<file path="config.mk">
export PLATFORM = sky130hd
export DESIGN_NAME = ssd_lim
export DESIGN_NICKNAME = d
export VERILOG_FILES = /design/src/rtl/ssd_pkg.sv /design/src/rtl/ssd_lim.sv
export SDC_FILE = /design/constraint.sdc
export NUM_CORES = 1
export LEC_CHECK = 0
export BUFFER_PORTS_ARGS = -buffer_cell sky130_fd_sc_hd__buf_2
export CAP_MARGIN = 30
export CORE_MARGIN = 2
export CORE_UTILIZATION = 54
export CTS_CLUSTER_DIAMETER = 60
export DETAILED_ROUTE_END_ITERATION = 7
export PLACE_DENSITY_LB_ADDON = 0.2
export SYNTH_ARGS = -nofsm -noshare
export SYNTH_HDL_FRONTEND = slang
export SYNTH_SLANG_ARGS = --single-unit
</file>
<file path="constraint.sdc">
create_clock -name clk -period 8.9 [get_ports clk]
set_input_delay 0.89 -clock clk [delete_from_list [all_inputs] [get_ports clk]]
set_output_delay 0.89 -clock clk [all_outputs]
set_load 0.01 [all_outputs]
</file>
<file path="src/rtl/ssd_pkg.sv">
package ssd_pkg;

  localparam int PROB_W     = 16;
  localparam int MS_W       = 20;
  localparam int WS_W       = 16;
  localparam int RATE_W     = 18;
  localparam int EV_W       = 2;
  localparam int CFG_IDX_W  = 3;
  localparam int CFG_DATA_W = 20;

  localparam int MS_PER_S   = 1000;
  localparam int MS_PER_S_W = 10;
  localparam int NUM_W      = MS_W + RATE_W;
  localparam int DEN_W      = WS_W + MS_PER_S_W;
  localparam int LIM_W      = NUM_W;
  localparam int DIV_CNT_W  = $clog2(NUM_W + 1);

  localparam int CNT_BITS_DEF = 32;

  localparam logic [EV_W-1:0] EV_NONE    = 2'd0;
  localparam logic [EV_W-1:0] EV_START   = 2'd1;
  localparam logic [EV_W-1:0] EV_END     = 2'd2;
  localparam logic [EV_W-1:0] EV_DISCARD = 2'd3;

  localparam logic [CFG_IDX_W-1:0] REG_START_THR   = 3'd0;
  localparam logic [CFG_IDX_W-1:0] REG_END_THR     = 3'd1;
  localparam logic [CFG_IDX_W-1:0] REG_END_SIL_MS  = 3'd2;
  localparam logic [CFG_IDX_W-1:0] REG_MAX_SEG_MS  = 3'd3;
  localparam logic [CFG_IDX_W-1:0] REG_MIN_SPC_MS  = 3'd4;
  localparam logic [CFG_IDX_W-1:0] REG_WIN_SAMPLES = 3'd5;
  localparam logic [CFG_IDX_W-1:0] REG_SAMPLE_RATE = 3'd6;

  localparam logic [PROB_W-1:0] START_THR_RST   = 16'd16384;
  localparam logic [PROB_W-1:0] END_THR_RST     = 16'd11469;
  localparam logic [MS_W-1:0]   END_SIL_MS_RST  = 20'd700;
  localparam logic [MS_W-1:0]   MAX_SEG_MS_RST  = 20'd30000;
  localparam logic [MS_W-1:0]   MIN_SPC_MS_RST  = 20'd250;
  localparam logic [WS_W-1:0]   WIN_SAMPLES_RST = 16'd512;
  localparam logic [RATE_W-1:0] SAMPLE_RATE_RST = 18'd16000;

  typedef struct packed {
    logic [PROB_W-1:0] start_thr;
    logic [PROB_W-1:0] end_thr;
    logic [MS_W-1:0]   end_sil_ms;
    logic [MS_W-1:0]   max_seg_ms;
    logic [MS_W-1:0]   min_spc_ms;
    logic [WS_W-1:0]   win_samples;
    logic [RATE_W-1:0] sample_rate;
  } cfg_t;

  typedef struct packed {
    logic            start;
    logic [MS_W-1:0] ms;
  } lim_req_t;

  typedef struct packed {
    logic             done;
    logic [LIM_W-1:0] limit;
  } lim_rsp_t;

endpackage

</file>
<file path="src/rtl/ssd_lim.sv">
module ssd_lim import ssd_pkg::*; (
  input  logic              clk,
  input  logic              rst_n,
  input  lim_req_t          req,
  input  logic [WS_W-1:0]   win_samples,
  input  logic [RATE_W-1:0] sample_rate,
  output lim_rsp_t          rsp
);

  logic                 busy_r, busy_nxt;
  logic                 done_r, done_nxt;
  logic [DIV_CNT_W-1:0] cnt_r, cnt_nxt;
  logic [NUM_W-1:0]     quo_r, quo_nxt;
  logic [DEN_W-1:0]     rem_r, rem_nxt;
  logic [DEN_W-1:0]     den_r, den_nxt;
  logic [LIM_W-1:0]     lim_r, lim_nxt;

  logic [WS_W-1:0]   ws_eff;
  logic [RATE_W-1:0] rate_eff;
  logic [NUM_W-1:0]  prod;
  logic [DEN_W-1:0]  den_prod;
  logic [DEN_W:0]    trial;
  logic [DEN_W:0]    diff;
  logic              fits;
  logic [LIM_W-1:0]  quo_up;

  assign ws_eff   = (win_samples == '0) ? WS_W'(1) : win_samples;
  assign rate_eff = (sample_rate == '0) ? RATE_W'(1) : sample_rate;
  assign prod     = NUM_W'(req.ms) * NUM_W'(rate_eff);
  assign den_prod = DEN_W'(ws_eff) * DEN_W'(MS_PER_S);
  assign trial    = {rem_r, quo_r[NUM_W-1]};
  assign diff     = trial - {1'b0, den_r};
  assign fits     = trial >= {1'b0, den_r};
  assign quo_up   = quo_r + LIM_W'(rem_r != '0);

  always_comb begin
    busy_nxt = busy_r;
    done_nxt = 1'b0;
    cnt_nxt  = cnt_r;
    quo_nxt  = quo_r;
    rem_nxt  = rem_r;
    den_nxt  = den_r;
    lim_nxt  = lim_r;
    if (busy_r) begin
      if (cnt_r != '0) begin
        quo_nxt = {quo_r[NUM_W-2:0], fits};
        rem_nxt = fits ? diff[DEN_W-1:0] : trial[DEN_W-1:0];
        cnt_nxt = cnt_r - 1'b1;
      end else begin
        lim_nxt  = (quo_up == '0) ? LIM_W'(1) : quo_up;
        done_nxt = 1'b1;
        busy_nxt = 1'b0;
      end
    end else if (req.start) begin
      quo_nxt  = prod;
      den_nxt  = den_prod;
      rem_nxt  = '0;
      cnt_nxt  = DIV_CNT_W'(NUM_W);
      busy_nxt = 1'b1;
    end
  end

  always_ff @(posedge clk) begin
    if (!rst_n) begin
      busy_r <= 1'b0;
      done_r <= 1'b0;
    end else begin
      busy_r <= busy_nxt;
      done_r <= done_nxt;
    end
    cnt_r <= cnt_nxt;
    quo_r <= quo_nxt;
    rem_r <= rem_nxt;
    den_r <= den_nxt;
    lim_r <= lim_nxt;
  end

  assign rsp.done  = done_r;
  assign rsp.limit = lim_r;

endmodule

</file>
==> impl_metrics.tcl, run 1 <==
set metrics [dict create \
    cts_resized 0 \
    nNetsFinal 2956 \
    setup_ws_ns 1.64 \
    async_flop_share 0 \
    synth.most_common_cell "inv_1" \
    worstPathRequired_ns 9.16 \
    place_ws_ns 1.28 \
    fin_area_sq_um 23300 \
    design.core.area_sq_um 39800 \
    post-route-period-util 0.816 \
    synth_nets 2934 \
    fillers 3543 \
    seq_area_frac_synth 0.182 \
    rsz0062_at_grt "no" \
    slew_headroom 0.352 \
    synth.yosys.warnings 0 \
    initial_core_util 0.548 \
    io_pins 96 \
    synth_top_area_cell "fa_1" \
    vias_per_cell 5.46 \
    critPathLaunchType "input port" \
    wl_microns 50200 \
    skew_ns 0.0119 \
    final_antenna_net_count 0 \
    drv_slew 0 \
    synthTopCellsByArea "fa_1, edfxtp_1, ha_1" \
    critPathArrivalTime_ns 7.53 \
    cts_hold_buf 0 \
    area_delta_synth_final_pct 6.64 \
    grt_overflow 0 \
    die_w_microns 205 \
    synth_top_area_frac 0.313 \
    hold_viol 0 \
    setup.worst_path.end_class "register" \
    ys_seq_elements 133 \
    drt_iter0_drc 1019 \
    clock-sinks 133 \
    maxCapViolations 0 \
    drive_gt1_frac 0.0734 \
    cts-root-buf "clkbuf_16" \
    die_area_sq_um 42100 \
    dpl.hpwl_microns 39800 \
    dr.pass1.iters 5 \
    syn_avg_cell_area_sq_um 9.34 \
    post_cts_buffers 0 \
    h-tree-depth 4 \
    clock_latency_ns 0.42 \
    min_period_ns 7.26 \
    gp_congestion 0.892 \
    cts_made_buffers 17 \
    rows 73 \
    hold_class "reg2reg" \
    place_area_sq_um 22700 \
    syn_area_sq_um 21800 \
    synth_common_cells "inv_1, fa_1, nand2_1" \
    grt_pass1_vias 16200 \
    num_vias 15800 \
    synthCells 2337 \
    synthFlopType "edfxtp_1" \
    max_freq_mhz 138 \
    route.detailed.drc 0 \
    outcome "finished clean" \
    cts_buffer_depth 2 \
    grt_pass1_wl_microns 83000 \
    ys_types 78 \
    antenna_found_initial 0 \
    port_buffers 95 \
    cts.reportedPaths.clkPinSlew_ns 0.06 \
    die_h_microns 205 \
    cts_tree "yes" \
    setup_viol 0 \
    avgRoutedWirePerCell_microns 17.3 \
    fin_tns_setup_ns 0 \
    synth_enable_flop_cells 131 \
    crit_fanout 21 \
    worstMarginPinSlew_ns 0.972 \
    grt_max_degree 83 \
    critPathKind "in2reg" \
    fin_hold_ws_ns 0.570 \
    grt_usage 0.251 \
]
## sequential cells by signal (all words and copies together), names as in the netlist
| name | cells |
|---|---|
| busy_r | 1 |
| cnt_r | 6 |
| rem_r | 26 |
| done_r | 1 |
| den_r | 23 |
| lim_r | 38 |
| quo_r | 38 |
## final cells by class
type,count,area [sq um],share of cell area
multi-input combinational,1637,15700,0.676
sequential,133,3980,0.171
inverter,467,1750,0.0753
tap,525,657,0.0282
timing repair buffer,103,563,0.0242
clock buffer,17,425,0.0183
clock inverter,15,179,0.00768
antenna,1,2.50,0.000107
## critical path, cell delays in order
cell and delay, ns:
buf_2 0.25, nor4_1 0.32, nand4_1 0.15, o41ai_2 0.23, buf_4 0.30, nand2_1 0.12, fa_1 0.55, inv_1 0.05
fa_1 0.53, fa_1 0.43, fa_1 0.49, inv_1 0.05, fa_1 0.53, inv_1 0.04, ha_1 0.39, a21o_1 0.16
a21o_1 0.12, a21oi_1 0.06, and3b_1 0.20, a2111oi_0 0.77, or2_2 0.29, a21oi_1 0.08, or3_1 0.34, a31oi_1 0.16
## routing by layer
metal  part of all wire  GRT usage  vias up
li1                   -          -     7406
met2               0.50      0.428      417
met5                  0          0        -
met1               0.43      0.340     7924
met4              0.024     0.0676        0
met3              0.046     0.0299       83
## cells in the final DEF, fill, tap and decap left out, drive strengths merged, types with 6 or more instances in the layout
cell type / n
inv: 469
fa: 341
nand2: 294
ha: 199
and2: 177
edfxtp: 131
buf: 103
nor2: 86
a21oi: 71
xnor2: 69
o21ai: 66
xor2: 36
nand3: 30
nor3: 30
nand4: 30
a21o: 27
clkbuf: 17
mux2i: 16
nand2b: 15
and3: 14
a31oi: 13
nor4: 13
nor2b: 12
o21bai: 10
o21a: 8
mux2: 7
clkinv: 7
a211oi: 6
## kinds of logic after synthesis
logic type,after synthesis,share of synthesized area
AND/OR/NAND/NOR,729,0.168
multiplexers,23,0.0109
AO/OA/AOI/OAI,240,0.0708
flip-flops,133,0.182
buffers and inverters,567,0.0991
adder cells (fa/ha/maj),540,0.427
XOR/XNOR,105,0.0421
## path summary, 6_finish.rpt
kind,from,to,slack (ns),cells past startpoint
worst max register to register,rem_r[16],lim_r[0],4.79,14
worst min-delay path,rem_r[0],rem_r[1],0.57,1
worst min register to register,rem_r[0],rem_r[1],0.57,1
worst max-delay path,sample_rate[11],quo_r[28],1.64,24
## stage by stage
stage,cells,utilization
after global routing,2897,0.585
after global placement,2863,0.568
after floorplan,2337,-
after CTS,2896,0.584
final,2898,0.585
after detailed placement,2864,0.569
Power of run 1 is left out: the tool's default activity adds up to more than one toggle a clock period on the data nets, which glitch-free logic cannot reach.
==> run 2: changes to the inputs <==
- clock period: 8.9 -> 6.7 ns (I/O delays scaled with it)
==> run 2 against run 1 <==
Compared with the run above: count of clock-buffer cells in the layout rose by 1; register-to-register slack got worse by 2.1 ns; first-iteration DRC count fell by 18%; global-route usage fell by 0.16 points.
==> impl_metrics.tcl, run 2 (synthesized netlist as in run 1, its figures left out) <==
set metrics [dict create \
    outcome "finished clean" \
    maxCapViolations 0 \
    hold_viol 0 \
    grt_usage 0.249 \
    critPathArrivalTime_ns 6.62 \
    timing.rr.start "rem_r[16]" \
    worstPathRequired_ns 6.83 \
    worstMarginPinSlew_ns 0.942 \
    r2r_slack_ns 2.69 \
    num_vias 16200 \
    vias_per_cell 5.40 \
    fillers 3460 \
    grt_pass1_vias 17000 \
    route.detailed.drc 0 \
    slew_headroom 0.372 \
    h-tree-depth 4 \
    mostFrequentLayoutCells "inv_1, fa_1, nand2_1, ha_1, and2_1" \
    crit_fanout 8 \
    skew_ns 0.0102 \
    cts-root-buf "clkbuf_16" \
    post-route-period-util 0.967 \
    dr.pass1.iters 5 \
    antenna_found_initial 0 \
    nNetsFinal 3065 \
    grt_pass1_wl_microns 84000 \
    hold_path_depth 2 \
    max_freq_mhz 154 \
    dpl.hpwl_microns 41700 \
    setup.worst_path.end_class "register" \
    final_common_cell "inv_1" \
    rr_worst_depth 14 \
    initial_core_util 0.548 \
    dp_cells 2974 \
    die_area_sq_um 42100 \
    grt_overflow 0 \
    rows 73 \
    clock_latency_ns 0.42 \
    cts_tree "yes" \
    reg_top3 "lim_r (38), quo_r (38), rem_r (26)" \
    grt_max_degree 83 \
    gp_congestion 0.885 \
    clock-sinks 133 \
    wl_microns 49800 \
    cts_made_buffers 17 \
    design.core.area_sq_um 39800 \
    final_antenna_net_count 0 \
    die_w_microns 205 \
    n_antenna_cell 0 \
    crit_end "quo_r[30]" \
    drv_slew 0 \
    min_period_ns 6.48 \
    setup_viol 0 \
    drt_iter0_drc 834 \
    port_buffers 95 \
    cts.reportedPaths.clkPinSlew_ns 0.06 \
    critPathLaunchType "input port" \
    rsz0062_at_grt "yes" \
    drive_gt1_frac 0.115 \
    area_delta_synth_final_pct 11.1 \
    io_pins 96 \
    die_h_microns 205 \
    hold_class "in2reg" \
    final_cells 3006 \
    critPathKind "in2reg" \
    avgRoutedWirePerCell_microns 16.6 \
    r2r_end "lim_r[0]" \
    crit_start "sample_rate[10]" \
    cts_buffer_depth 2 \
]
-- run 2: how the worst min path moves through the flow --
| stage | slack [ns] | start | to |
|---|---|---|---|
| CTS | 0.46 | rst_n | done_r |
| floorplan | 0.53 | rem_r[0] | rem_r[1] |
| finish | 0.47 | rst_n | done_r |
| global route | 0.48 | rst_n | busy_r |
| detailed placement | 0.55 | rem_r[1] | rem_r[2] |
| global placement | 0.53 | rem_r[0] | rem_r[1] |
-- run 2: repair_timing --
| action | in CTS | in global routing |
|---|---|---|
| resized for setup | 0 | 8 |
| endpoints found under the hold margin | 0 | 0 |
| setup buffers | 0 | 0 |
| hold buffers | 0 | 0 |
| setup endpoints to repair | 0 | 12 |
-- run 2: per-layer routing --
layer | global-route usage | up-vias | wire, microns
li1 | - | 7610 | -
met1 | 0.332 | 8130 | 21100
met2 | 0.438 | 420 | 25500
met3 | 0.0251 | 83 | 2070
met4 | 0.0609 | 0 | 1070
met5 | 0 | - | 0
-- run 2: worst max-delay path, stage by stage --
cell and delay [ns]:
buf_2 0.10, nor4_1 0.33, nand4_1 0.16, o41ai_2 0.22, buf_4 0.22, buf_4 0.15
nand2_1 0.06, fa_1 0.47, inv_1 0.05, fa_1 0.54, fa_1 0.44, fa_1 0.49
inv_1 0.05, fa_1 0.56, inv_1 0.05, ha_1 0.22, a21o_1 0.20, a21o_1 0.18
a21oi_1 0.16, and3b_1 0.26, a21oi_1 0.13, a211o_1 0.31, a21oi_1 0.20, xor2_1 0.27
o21ai_0 0.12
-- run 2: layout make-up --
class | instances | area, sq um | share of cell area
tap | 525 | 657 | 0.0271
multi-input combinational | 1637 | 15800 | 0.650
clock inverter | 14 | 208 | 0.00856
inverter | 467 | 1750 | 0.0722
clock buffer | 18 | 429 | 0.0177
timing repair buffer | 212 | 1480 | 0.0610
sequential | 133 | 3980 | 0.164
-- run 2: metrics by stage --
| step | hold WS [ns] | TNS, ns | util | worst slack, ns | cell area [sq um] |
|---|---|---|---|---|---|
| 2_1_floorplan | 0.526 | 0 | - | 0.0852 | 21800 |
| 3_3_place_gp | 0.532 | -0.503 | 0.592 | -0.109 | 23600 |
| 3_5_place_dp | 0.551 | -2.39 | 0.593 | -0.278 | 23600 |
| 4_1_cts | 0.464 | 0 | 0.609 | 0.151 | 24200 |
| 5_1_grt | 0.482 | -0.0334 | 0.609 | -0.0298 | 24300 |
| 6_report | 0.472 | 0 | 0.609 | 0.218 | 24300 |
Power of run 2 is left out for the same reason.
