===== config.mk =====
export PLATFORM = sky130hd
export DESIGN_NAME = ssd_ctrl
export DESIGN_NICKNAME = d
export VERILOG_FILES = /design/src/rtl/ssd_pkg.sv /design/src/rtl/ssd_ctrl.sv
export SDC_FILE = /design/constraint.sdc
export NUM_CORES = 1
export LEC_CHECK = 0
export BUFFER_PORTS_ARGS = -buffer_cell sky130_fd_sc_hd__buf_4
export CORE_ASPECT_RATIO = 0.5
export CORE_MARGIN = 8
export CORE_UTILIZATION = 30
export CTS_CLUSTER_SIZE = 10
export DETAILED_ROUTE_END_ITERATION = 10
export PLACE_DENSITY_LB_ADDON = 0.3
export SYNTH_ARGS = -nofsm -noshare
export SYNTH_HDL_FRONTEND = slang
export SYNTH_SLANG_ARGS = --single-unit

===== constraint.sdc =====
create_clock -name clk -period 3.9 [get_ports clk]
set_input_delay 0.195 -clock clk [delete_from_list [all_inputs] [get_ports clk]]
set_output_delay 0.195 -clock clk [all_outputs]
set_load 0.005 [all_outputs]

===== src/rtl/ssd_pkg.sv =====
package ssd_pkg;

  localparam int PROB_W     = 16;
  localparam int MS_W       = 20;
  localparam int WS_W       = 16;
  localparam int RATE_W     = 18;
  localparam int EV_W       = 2;
  localparam int CFG_IDX_W  = 3;
  localparam int CFG_DATA_W = 20;

  localparam int MS_PER_S   = 1000;
  localparam int MS_PER_S_W = 10;
  localparam int NUM_W      = MS_W + RATE_W;
  localparam int DEN_W      = WS_W + MS_PER_S_W;
  localparam int LIM_W      = NUM_W;
  localparam int DIV_CNT_W  = $clog2(NUM_W + 1);

  localparam int CNT_BITS_DEF = 32;

  localparam logic [EV_W-1:0] EV_NONE    = 2'd0;
  localparam logic [EV_W-1:0] EV_START   = 2'd1;
  localparam logic [EV_W-1:0] EV_END     = 2'd2;
  localparam logic [EV_W-1:0] EV_DISCARD = 2'd3;

  localparam logic [CFG_IDX_W-1:0] REG_START_THR   = 3'd0;
  localparam logic [CFG_IDX_W-1:0] REG_END_THR     = 3'd1;
  localparam logic [CFG_IDX_W-1:0] REG_END_SIL_MS  = 3'd2;
  localparam logic [CFG_IDX_W-1:0] REG_MAX_SEG_MS  = 3'd3;
  localparam logic [CFG_IDX_W-1:0] REG_MIN_SPC_MS  = 3'd4;
  localparam logic [CFG_IDX_W-1:0] REG_WIN_SAMPLES = 3'd5;
  localparam logic [CFG_IDX_W-1:0] REG_SAMPLE_RATE = 3'd6;

  localparam logic [PROB_W-1:0] START_THR_RST   = 16'd16384;
  localparam logic [PROB_W-1:0] END_THR_RST     = 16'd11469;
  localparam logic [MS_W-1:0]   END_SIL_MS_RST  = 20'd700;
  localparam logic [MS_W-1:0]   MAX_SEG_MS_RST  = 20'd30000;
  localparam logic [MS_W-1:0]   MIN_SPC_MS_RST  = 20'd250;
  localparam logic [WS_W-1:0]   WIN_SAMPLES_RST = 16'd512;
  localparam logic [RATE_W-1:0] SAMPLE_RATE_RST = 18'd16000;

  typedef struct packed {
    logic [PROB_W-1:0] start_thr;
    logic [PROB_W-1:0] end_thr;
    logic [MS_W-1:0]   end_sil_ms;
    logic [MS_W-1:0]   max_seg_ms;
    logic [MS_W-1:0]   min_spc_ms;
    logic [WS_W-1:0]   win_samples;
    logic [RATE_W-1:0] sample_rate;
  } cfg_t;

  typedef struct packed {
    logic            start;
    logic [MS_W-1:0] ms;
  } lim_req_t;

  typedef struct packed {
    logic             done;
    logic [LIM_W-1:0] limit;
  } lim_rsp_t;

endpackage


===== src/rtl/ssd_ctrl.sv =====
module ssd_ctrl import ssd_pkg::*; #(
  parameter int COUNT_BITS = CNT_BITS_DEF
) (
  input  logic              clk,
  input  logic              rst_n,
  input  cfg_t              cfg,
  input  logic              in_valid,
  input  logic              in_action,
  input  logic [PROB_W-1:0] in_prob,
  output logic              in_ready,
  output lim_req_t          lim_req,
  input  lim_rsp_t          lim_rsp,
  output logic              out_valid,
  output logic [EV_W-1:0]   out_event,
  output logic              out_speech,
  input  logic              out_ready
);

  localparam int CMP_W = (COUNT_BITS > LIM_W) ? COUNT_BITS : LIM_W;

  localparam logic [1:0] ST_IDLE   = 2'd0;
  localparam logic [1:0] ST_CALC   = 2'd1;
  localparam logic [1:0] ST_DECIDE = 2'd2;
  localparam logic [1:0] ST_PUSH   = 2'd3;

  localparam logic [1:0] SEL_SIL = 2'd0;
  localparam logic [1:0] SEL_LEN = 2'd1;
  localparam logic [1:0] SEL_SPC = 2'd2;

  logic [1:0]            state_r, state_nxt;
  logic [1:0]            sel_r, sel_nxt;
  logic                  req_r, req_nxt;
  logic                  open_r, open_nxt;
  logic [COUNT_BITS-1:0] spc_r, spc_nxt;
  logic [COUNT_BITS-1:0] sil_r, sil_nxt;
  logic [COUNT_BITS-1:0] len_r, len_nxt;
  logic [LIM_W-1:0]      lim_r [3];
  logic [LIM_W-1:0]      lim_nxt [3];
  logic [EV_W-1:0]       ev_r, ev_nxt;
  logic                  ov_r, ov_nxt;
  logic [EV_W-1:0]       oev_r, oev_nxt;
  logic                  osp_r, osp_nxt;
  logic                  close;
  logic                  enough;
  logic                  can_load;

  function automatic logic [COUNT_BITS-1:0] sat_inc(input logic [COUNT_BITS-1:0] v);
    return (v == '1) ? v : v + 1'b1;
  endfunction

  assign close = (CMP_W'(sil_r) >= CMP_W'(lim_r[SEL_SIL])) ||
                 (CMP_W'(len_r) >= CMP_W'(lim_r[SEL_LEN]));
  assign enough   = CMP_W'(spc_r) >= CMP_W'(lim_r[SEL_SPC]);
  assign can_load = !ov_r || out_ready;

  always_comb begin
    lim_req.start = req_r;
    unique case (sel_r)
      SEL_SIL: lim_req.ms = cfg.end_sil_ms;
      SEL_LEN: lim_req.ms = cfg.max_seg_ms;
      default: lim_req.ms = cfg.min_spc_ms;
    endcase
  end

  always_comb begin
    state_nxt = state_r;
    sel_nxt   = sel_r;
    req_nxt   = 1'b0;
    open_nxt  = open_r;
    spc_nxt   = spc_r;
    sil_nxt   = sil_r;
    len_nxt   = len_r;
    lim_nxt   = lim_r;
    ev_nxt    = ev_r;
    unique case (state_r)
      ST_IDLE: begin
        if (in_valid) begin
          if (in_action) begin
            open_nxt  = 1'b0;
            spc_nxt   = '0;
            sil_nxt   = '0;
            len_nxt   = '0;
            ev_nxt    = EV_NONE;
            state_nxt = ST_PUSH;
          end else if (!open_r) begin
            if (in_prob >= cfg.start_thr) begin
              open_nxt = 1'b1;
              spc_nxt  = COUNT_BITS'(1);
              sil_nxt  = '0;
              len_nxt  = COUNT_BITS'(1);
              ev_nxt   = EV_START;
            end else begin
              ev_nxt = EV_NONE;
            end
            state_nxt = ST_PUSH;
          end else begin
            len_nxt = sat_inc(len_r);
            if (in_prob < cfg.end_thr) begin
              sil_nxt = sat_inc(sil_r);
            end else begin
              sil_nxt = '0;
              spc_nxt = sat_inc(spc_r);
            end
            sel_nxt   = SEL_SIL;
            req_nxt   = 1'b1;
            state_nxt = ST_CALC;
          end
        end
      end
      ST_CALC: begin
        if (lim_rsp.done) begin
          lim_nxt[sel_r] = lim_rsp.limit;
          if (sel_r == SEL_SPC) begin
            state_nxt = ST_DECIDE;
          end else begin
            sel_nxt = sel_r + 1'b1;
            req_nxt = 1'b1;
          end
        end
      end
      ST_DECIDE: begin
        if (close) begin
          open_nxt = 1'b0;
          spc_nxt  = '0;
          sil_nxt  = '0;
          ev_nxt   = enough ? EV_END : EV_DISCARD;
        end else begin
          ev_nxt = EV_NONE;
        end
        state_nxt = ST_PUSH;
      end
      default: begin
        if (can_load) begin
          state_nxt = ST_IDLE;
        end
      end
    endcase
  end

  always_comb begin
    ov_nxt  = ov_r;
    oev_nxt = oev_r;
    osp_nxt = osp_r;
    if (out_ready) begin
      ov_nxt = 1'b0;
    end
    if (state_r == ST_PUSH && can_load) begin
      ov_nxt  = 1'b1;
      oev_nxt = ev_r;
      osp_nxt = open_r;
    end
  end

  always_ff @(posedge clk) begin
    if (!rst_n) begin
      state_r <= ST_IDLE;
      req_r   <= 1'b0;
      open_r  <= 1'b0;
      spc_r   <= '0;
      sil_r   <= '0;
      len_r   <= '0;
      ov_r    <= 1'b0;
    end else begin
      state_r <= state_nxt;
      req_r   <= req_nxt;
      open_r  <= open_nxt;
      spc_r   <= spc_nxt;
      sil_r   <= sil_nxt;
      len_r   <= len_nxt;
      ov_r    <= ov_nxt;
    end
    sel_r <= sel_nxt;
    lim_r <= lim_nxt;
    ev_r  <= ev_nxt;
    oev_r <= oev_nxt;
    osp_r <= osp_nxt;
  end

  assign in_ready   = state_r == ST_IDLE;
  assign out_valid  = ov_r;
  assign out_event  = oev_r;
  assign out_speech = osp_r;

endmodule


==> out/metrics.csv, run 1 <==
metric;value;unit
status;complete, no violations;
Starting Density;30.18;%
Fin. Hold Viols;0;
antenna diode count;0;
row count;54;
data required time of the critical path;4360;ps
Post-Route WL;37.35;mm
most common cell after layout, fill and taps aside;buf_4;
Storage cell area;0.005655;mm²
Util after Layout;37.31;%
fmax;0.3154;GHz
DRC Markers;0;
sequential area share after synthesis;43.27;%
Syn. warnings;0;
crit path max fanout;32;
Final setup viols;0;
CTS buffer count;26;
layout cells sized above 1;15.52;%
global-route track usage on met3;2.450;%
PD cells;431.0;mW/mm²
syn_nets;1705;
Skew-Pair Late Insertion Delay;530;ps
CTS root buf;clkbuf_16;
HPWL after detailed placement;27.31;mm
Critical Path Sink Type;flop;
met2 Use GR;22.72;%
CP Launch Type;flop;
Overall Global Routing Usage;14.10;%
pins over their slew limit;0;
num ports;212;
Post-Syn Instances;1381;
Max VDD drop;272.5;µV
largest net degree at the start of global routing;84;
Post-synth EDFFs;121;
max-cap viol count;0;
clk_skew;10.47;ps
synthesized flop and latch total;222;
Die Area;0.05091;mm²
Post-DP Area;0.01501;mm²
CTS tree;yes;
WS Path Type;flop to flop;
CTS sink cnt;222;
min-delay worst type;primary input to flop;
Pwr Total;6965;µW
grt ovf;0;
synthesized area;0.01307;mm²
die span in x;311.2;µm
Synth-to-Final Area Change;23.65;%
PostCTS Resize Cnt;0;
clk slew on worst S/H paths;60;ps
initial antenna violation count;0;
fin cells;2192;
Tmin final;3171;ps
RSZ-0062 raised after global routing;no;
1st-iter DRT viols;913;
Die Ht;163.6;µm
via/cell ratio;5.045;
layer with the highest usage;met2;
Total Nets Final;1908;
Routability Congestion;0.8104;
Vias;11059;
vias in the first global route;10513;
Multi-input gate area;0.006586;mm²
Post-synth top flop;edfxtp_1;
Final Cell Area;0.01616;mm²
H-Tree Depth;1;
period utilisation layout;81.31;%
Hold Buf Count CTS;39;
global-route wire length before repair;59.02;mm
cell count after placement;2105;
Filler cells;4341;
Post-CTS Setup Bufs;0;
DRT Pass-1 Iters;5;
CTS Buffer Depth;3;
Syn Area/Cell;9.464;µm²
Cell variety after synth;74;
Slew HR;29.93;%
Post-synth ARST share;0;%
Final TNS setup;0;ps
most frequent cells in the layout;buf_4, inv_1, ha_1;
met1 GRT Util;19.56;%
core area;0.04331;mm²
Arrival @ worst endpoint;3630;ps
Final ANT Viol Nets;0;
leak pwr;0.006799;µW
Routed WL per cell;17.04;µm
worst-margin pin slew;1051;ps
PortBufs;177;
## final timing paths
kind / startpoint / to / slack, ps / cells past startpoint
max: sil_r[1] / sil_r[1] / 730 / 10
min: in_action / len_r[0] / 70 / 4
max reg2reg: sil_r[1] / sil_r[1] / 730 / 10
min reg2reg: ev_r[0] / out_event[0] / 420 / 0
## flip-flops by register name, summed over array words and instances, names as in the netlist
name        cells
sil_r          32
out_speech      1
ev_r            2
open_r          1
req_r           1
len_r          32
out_event       2
spc_r          32
out_valid       1
lim_r         114
sel_r           2
state_r         2
## cell usage after synthesis, drive strengths merged (9+ instances only)
cell / count / area share [%]
and4: 14 / 0.94
nor3: 21 / 0.80
a31oi: 14 / 0.67
dfxtp: 101 / 15
o311ai: 50 / 3.4
nand3b: 15 / 0.86
ha: 138 / 13
and2: 18 / 0.86
clkbuf: 37 / 1.1
nor4: 15 / 1.1
nor2: 107 / 3.1
o21ai: 60 / 2.3
nand2: 117 / 3.4
edfxtp: 121 / 28
o41ai: 20 / 1.3
nor2b: 12 / 0.57
xnor2: 18 / 1.2
a21o: 15 / 0.86
a22oi: 20 / 1.1
and3: 27 / 1.3
nand3: 72 / 2.8
or4: 16 / 0.95
nand2b: 9 / 0.43
a21oi: 70 / 2.7
buf: 23 / 1.2
nand4: 31 / 1.5
inv: 145 / 4.2
## through the flow
stage,setup slack [ps],hold WS [ps]
2_1_floorplan,1439,293.9
3_3_place_gp,825.0,391.6
3_5_place_dp,785.2,393.5
4_1_cts,774.7,49.09
5_1_grt,579.1,108.9
6_report,728.9,71.76
## worst max-delay path: stages, from the launching register on
cell and delay (ps):
dfxtp_1 400, ha_1 240, nand3_1 170, nor4_1 360
nand3_1 310, nor3_1 530, nand3_1 180, nand3_1 140
buf_4 380, or2_4 210, mux2i_1 160
## where the power goes
group          switching, µW  total, µW  internal (µW)
clock                    936       2240           1300
combinational           1250       2010            765
sequential              76.5       2710           2640
## cells by family after synthesis
logic type	after synthesis	share of synthesized area, %
and+or+nand+nor	496	19.85
AOI/OAI and AO/OA	292	15.31
DFF	222	43.27
buffers and inverters	205	6.443
adders and majority gates	138	13.21
xor gates and xnor gates	23	1.541
muxes	5	0.3829
## area by class of cell
type,count,share of cell area (%)
Inverter,145,3.368
Sequential cell,222,35.00
Timing Repair Buffer,235,11.60
Clock buffer,48,4.731
Tap cell,588,4.552
Multi-Input combinational cell,954,40.76
## layer usage
layer	wire, µm	vias to the layer above
met5	0	-
met4	818	0
met3	1823	43
met2	16660	246
met1	18050	5260
li1	-	5510
Power figures use the tool's default switching activity.
==> run 2: changes to the inputs <==
Clock period 3.9 ns to 3.3 ns, I/O delays scaled along.
==> run 2 against run 1 <==
  * Worst setup slack lost 510 ps
  * First-iteration DRC count fell by 28%
  * Global-route usage grew 0.26 points
  * Fmax up 3.0%
  * Largest power group unchanged
  * Highest routed layer unchanged
==> out/metrics.csv, run 2 (synthesis results as in run 1) <==
metric;value;unit
most common cell after layout, fill and taps aside;buf_4;
pins over their slew limit;0;
WHS;29.37;ps
grt ovf;0;
status;complete, no violations;
Multi-input gate area;0.006598;mm²
max reg flops;114;
worst setup margin;222.4;ps
worst slack at placement;218.8;ps
PortBufs;177;
crit path max fanout;50;
Top delay family on crit path;compound AO/OA/AOI/OAI gates;
CP Buf/Inv Count;2;
clk_skew;18.07;ps
CTS Buffer Depth;3;
Final TNS setup;0;ps
Post-Route WL;37.59;mm
via/cell ratio;5.050;
Die Area;0.05091;mm²
WS Path Type;flop to flop;
global-route wire length before repair;59.97;mm
Filler cells;4360;
Post-DP Area;0.01518;mm²
most frequent cells in the layout;buf_4, inv_1, ha_1;
CP Launch Type;flop;
largest net degree at the start of global routing;84;
clk slew on worst S/H paths;60;ps
Arrival @ worst endpoint;3540;ps
core area;0.04331;mm²
initial antenna violation count;1;
H-Tree Depth;1;
Tmin final;3078;ps
Final Cell Area;0.01637;mm²
Slew HR;29.74;%
Total Nets Final;1926;
Slowest cell on crit path;dfxtp_1;
Vias;11166;
Critical Path Sink Type;flop;
worst-margin pin slew;1054;ps
HPWL after detailed placement;27.79;mm
CP Cell Sequence;ha_1 > nand4_1 > nor2_1 > a221oi_1 > o2111a_1 > o2111ai_4 > nor3b_4 > buf_12 > buf_4 > o311ai_0 > o21ai_0;
Die Ht;163.6;µm
data required time of the critical path;3760;ps
Routability Congestion;0.8118;
row count;54;
min-delay worst type;primary input to flop;
hold path depth;4;
die span in x;311.2;µm
Final ANT Viol Nets;0;
DRT Pass-1 Iters;5;
Max VDD drop;404.3;µV
Post-CTS Setup Bufs;0;
Biggest register;lim_r;
CTS root buf;clkbuf_16;
num ports;212;
max-cap viol count;0;
leak pwr;0.006925;µW
Util after Layout;37.80;%
fmax;0.3249;GHz
Synth-to-Final Area Change;25.26;%
1st-iter DRT viols;660;
CTS sink cnt;222;
critical path's largest stage delay;450;ps
FF-to-FF setup slack;220;ps
Worst R2R Path Depth;11;
Crit path depth;11;
CTS buffer count;27;
DRC Markers;0;
Starting Density;30.18;%
RSZ-0062 raised after global routing;no;
vias in the first global route;10744;
Final setup viols;0;
CTS tree;yes;
Overall Global Routing Usage;14.36;%
Storage cell area;0.005655;mm²
layout cells sized above 1;16.58;%
Routed WL per cell;17.00;µm
PD cells;512.5;mW/mm²
Fin. Hold Viols;0;
Skew-Pair Late Insertion Delay;540;ps
period utilisation layout;93.26;%
-- run 2: cell types whose count changed in the layout (fill, tap and decap cells not counted), sizes merged --
cell,before,now
buf,196,213
diode,0,1
clkbuf,48,47
clkinv,0,2
-- run 2: routing by layer --
metal  wire length, µm  GRT usage (%)  up-vias
li1                  -              -     5538
met1             17920          20.01     5280
met2             16760          22.84      280
met3              1899          2.387       68
met4              1008          4.157        0
met5                 0              0        -
-- run 2: through the flow --
step / power, µW / cells
2_1_floorplan: 4675 / 1381
3_3_place_gp: 5721 / 2122
3_5_place_dp: 5720 / 2122
4_1_cts: 8490 / 2210
5_1_grt: 8884 / 2211
6_report: 8390 / 2211
-- run 2: layout make-up --
class                   count  share of cell area, %
diodes                      1                0.01528
clock buffers              47                  4.708
clock inverters             2                0.08407
inverters                 145                  3.324
multi-input cells         954                  40.30
flip-flops and latches    222                  34.54
well taps                 588                  4.494
repair buffers            252                  12.53
-- run 2: power breakdown --
group	internal (µW)	total, µW	switching [µW]
logic	987	2500	1510
clock network	1570	2710	1140
registers	3120	3180	67.9
total	5670	8390	2720
-- run 2: worst reg2reg max path: stages (launching register included) --
cell and delay (ps):
dfxtp_1 450, ha_1 300, nand4_1 180, nor2_1 90, a221oi_1 360, o2111a_1 340
o2111ai_4 200, nor3b_4 290, buf_12 270, buf_4 250, o311ai_0 140, o21ai_0 130
-- run 2: worst paths after layout --
path	from	end
worst max register to register	sil_r[20]	spc_r[29]
worst min-delay path	in_action	len_r[0]
worst min register to register	ev_r[1]	out_event[1]
worst max-delay path	sil_r[20]	spc_r[29]
-- run 2: repair_timing --
action,4_1_cts,5_1_grt
hold buffers,39,0
resized for setup,0,1
endpoints found under the hold margin,115,0
endpoints found under the setup margin,0,3
==> run 3: changes to the inputs <==
Clock period 3.3 ns to 2.85 ns, I/O delays scaled along.
==> run 3 against run 2 <==
  * Via count grew 2.1%
  * Fmax increased by 9.9%
  * First-iteration DRC count grew 12%
  * Global-route usage is 0.33 points higher
  * Cell count up 2.2%
  * Clock power up 14%
  * Count of clock-buffer cells in the layout unchanged
==> out/metrics.csv, run 3 (synthesis results as in run 1) <==
metric;value;unit
Total Nets Final;1977;
PD cells;590.6;mW/mm²
Worst R2R Path Depth;12;
clk_skew;11.22;ps
Die Ht;163.6;µm
grt ovf;0;
Filler cells;4284;
pins over their slew limit;0;
die span in x;311.2;µm
DRT Pass-1 Iters;5;
Multi-input gate area;0.007033;mm²
max-cap viol count;0;
fin cells;2260;
FF-to-FF setup slack;50;ps
min-delay worst type;primary input to flop;
initial antenna violation count;0;
Crit path depth;12;
vias in the first global route;10792;
r2r endpoint;spc_r[27];
Skew-Pair Late Insertion Delay;540;ps
critical path's largest stage delay;360;ps
status;complete, no violations;
global-route wire length before repair;60.82;mm
Storage cell area;0.005658;mm²
CP Launch Type;flop;
H-Tree Depth;1;
Max VDD drop;488.6;µV
CTS buffer count;26;
antenna diode count;0;
period utilisation layout;98.23;%
HP Start;in_valid;
Pwr Total;10190;µW
layout cells sized above 1;21.77;%
most frequent cells in the layout;buf_4, inv_1, ha_1;
leak pwr;0.007231;µW
fmax;0.3572;GHz
DRC Markers;0;
Post-Route WL;39.43;mm
1st-iter DRT viols;742;
crit path max fanout;8;
CTS sink cnt;222;
Top delay family on crit path;simple AND/OR/NAND/NOR gates;
Die Area;0.05091;mm²
Slew HR;13.85;%
CTS Buffer Depth;3;
Slowest cell on crit path;edfxtp_1;
Critical Path Sink Type;flop;
Util after Layout;39.85;%
PortBufs;177;
Arrival @ worst endpoint;3230;ps
Final TNS setup;0;ps
Final ANT Viol Nets;0;
row count;54;
Routed WL per cell;17.45;µm
cell count after placement;2172;
RSZ-0062 raised after global routing;yes;
clk slew on worst S/H paths;60;ps
Post-DP Area;0.01558;mm²
hold path depth;3;
data required time of the critical path;3280;ps
largest net degree at the start of global routing;84;
WHS Endpoint;sel_r[0];
most common cell after layout, fill and taps aside;buf_4;
max reg flops;114;
Tmin final;2800;ps
Final Cell Area;0.01726;mm²
Overall Global Routing Usage;14.69;%
core area;0.04331;mm²
CTS root buf;clkbuf_16;
Vias;11400;
Biggest register;lim_r;
num ports;212;
HPWL after detailed placement;28.64;mm
CTS tree;yes;
Fin. Hold Viols;0;
WS Path Type;flop to flop;
Final setup viols;0;
CP Buf/Inv Count;3;
via/cell ratio;5.044;
Routability Congestion;0.8209;
Starting Density;30.18;%
Reg-to-Reg Start;lim_r[90];
Synth-to-Final Area Change;32.06;%
worst-margin pin slew;1292;ps
CP Cell Sequence;inv_2 > ha_4 > nand4_1 > nor4_4 > o211ai_1 > o2111a_2 > o2111ai_4 > nor3b_4 > buf_6 > buf_12 > or3b_1 > o211a_1;
-- run 3: cell types whose count changed in the layout (fill, tap and decap cells not counted), sizes merged --
cell	previous run	this run
buf	213	263
clkbuf	47	48
clkinv	2	0
diode	1	0
dlygate4sd3	39	40
-- run 3: metal layers --
layer  track usage (%)  vias to the layer above  wire length [µm]  share of wire [%]
met5                 0                        -                 0                  0
met4             3.674                        0               785                2.0
met2             23.98                      275             17970                 46
met1             20.31                     5427             18860                 48
li1                  -                     5647                 -                  -
met3             2.248                       51              1813                4.6
-- run 3: worst min-delay path, cell delays in order --
cell	delay, ps
buf_4	140
nand2_1	60
a21oi_1	90
-- run 3: worst max path at each step --
stage	start	end	slack, ps
after global routing	lim_r[90]	sil_r[9]	-120
after CTS	lim_r[89]	spc_r[8]	4
after global placement	lim_r[96]	spc_r[8]	20
final	lim_r[90]	spc_r[27]	50
after floorplan	sil_r[20]	sil_r[15]	390
after detailed placement	lim_r[95]	spc_r[8]	-10
-- run 3: metrics by stage --
step	worst slack, ps	hold slack (ps)
final	50.36	65.34
after global routing	-120.0	62.24
after CTS	3.659	36.43
after detailed placement	-10.13	338.7
after global placement	18.85	342.3
after floorplan	388.6	241.4
-- run 3: report_power, final --
part / internal (µW) / switching (µW)
combinational: 1350 / 2050
clock: 1800 / 1300
sequential: 3610 / 82.5
-- run 3: final cells by class --
type                       instances  share of cell area [%]
clock buffer                      47                   4.465
sequential                       222                   32.78
timing repair buffer             304                   14.59
inverter                         145                   3.153
tap                              588                   4.262
multi-input combinational        954                   40.75
-- run 3: timing repair --
item                                    in CTS  in global routing
pin swaps                                    2                 19
endpoints found under the setup margin       8                 64
buffers inserted                             0                  1
endpoints found under the hold margin      116                  0
gates resized for setup                      2                 98
hold buffers                                40                  0
gates cloned                                 0                  1
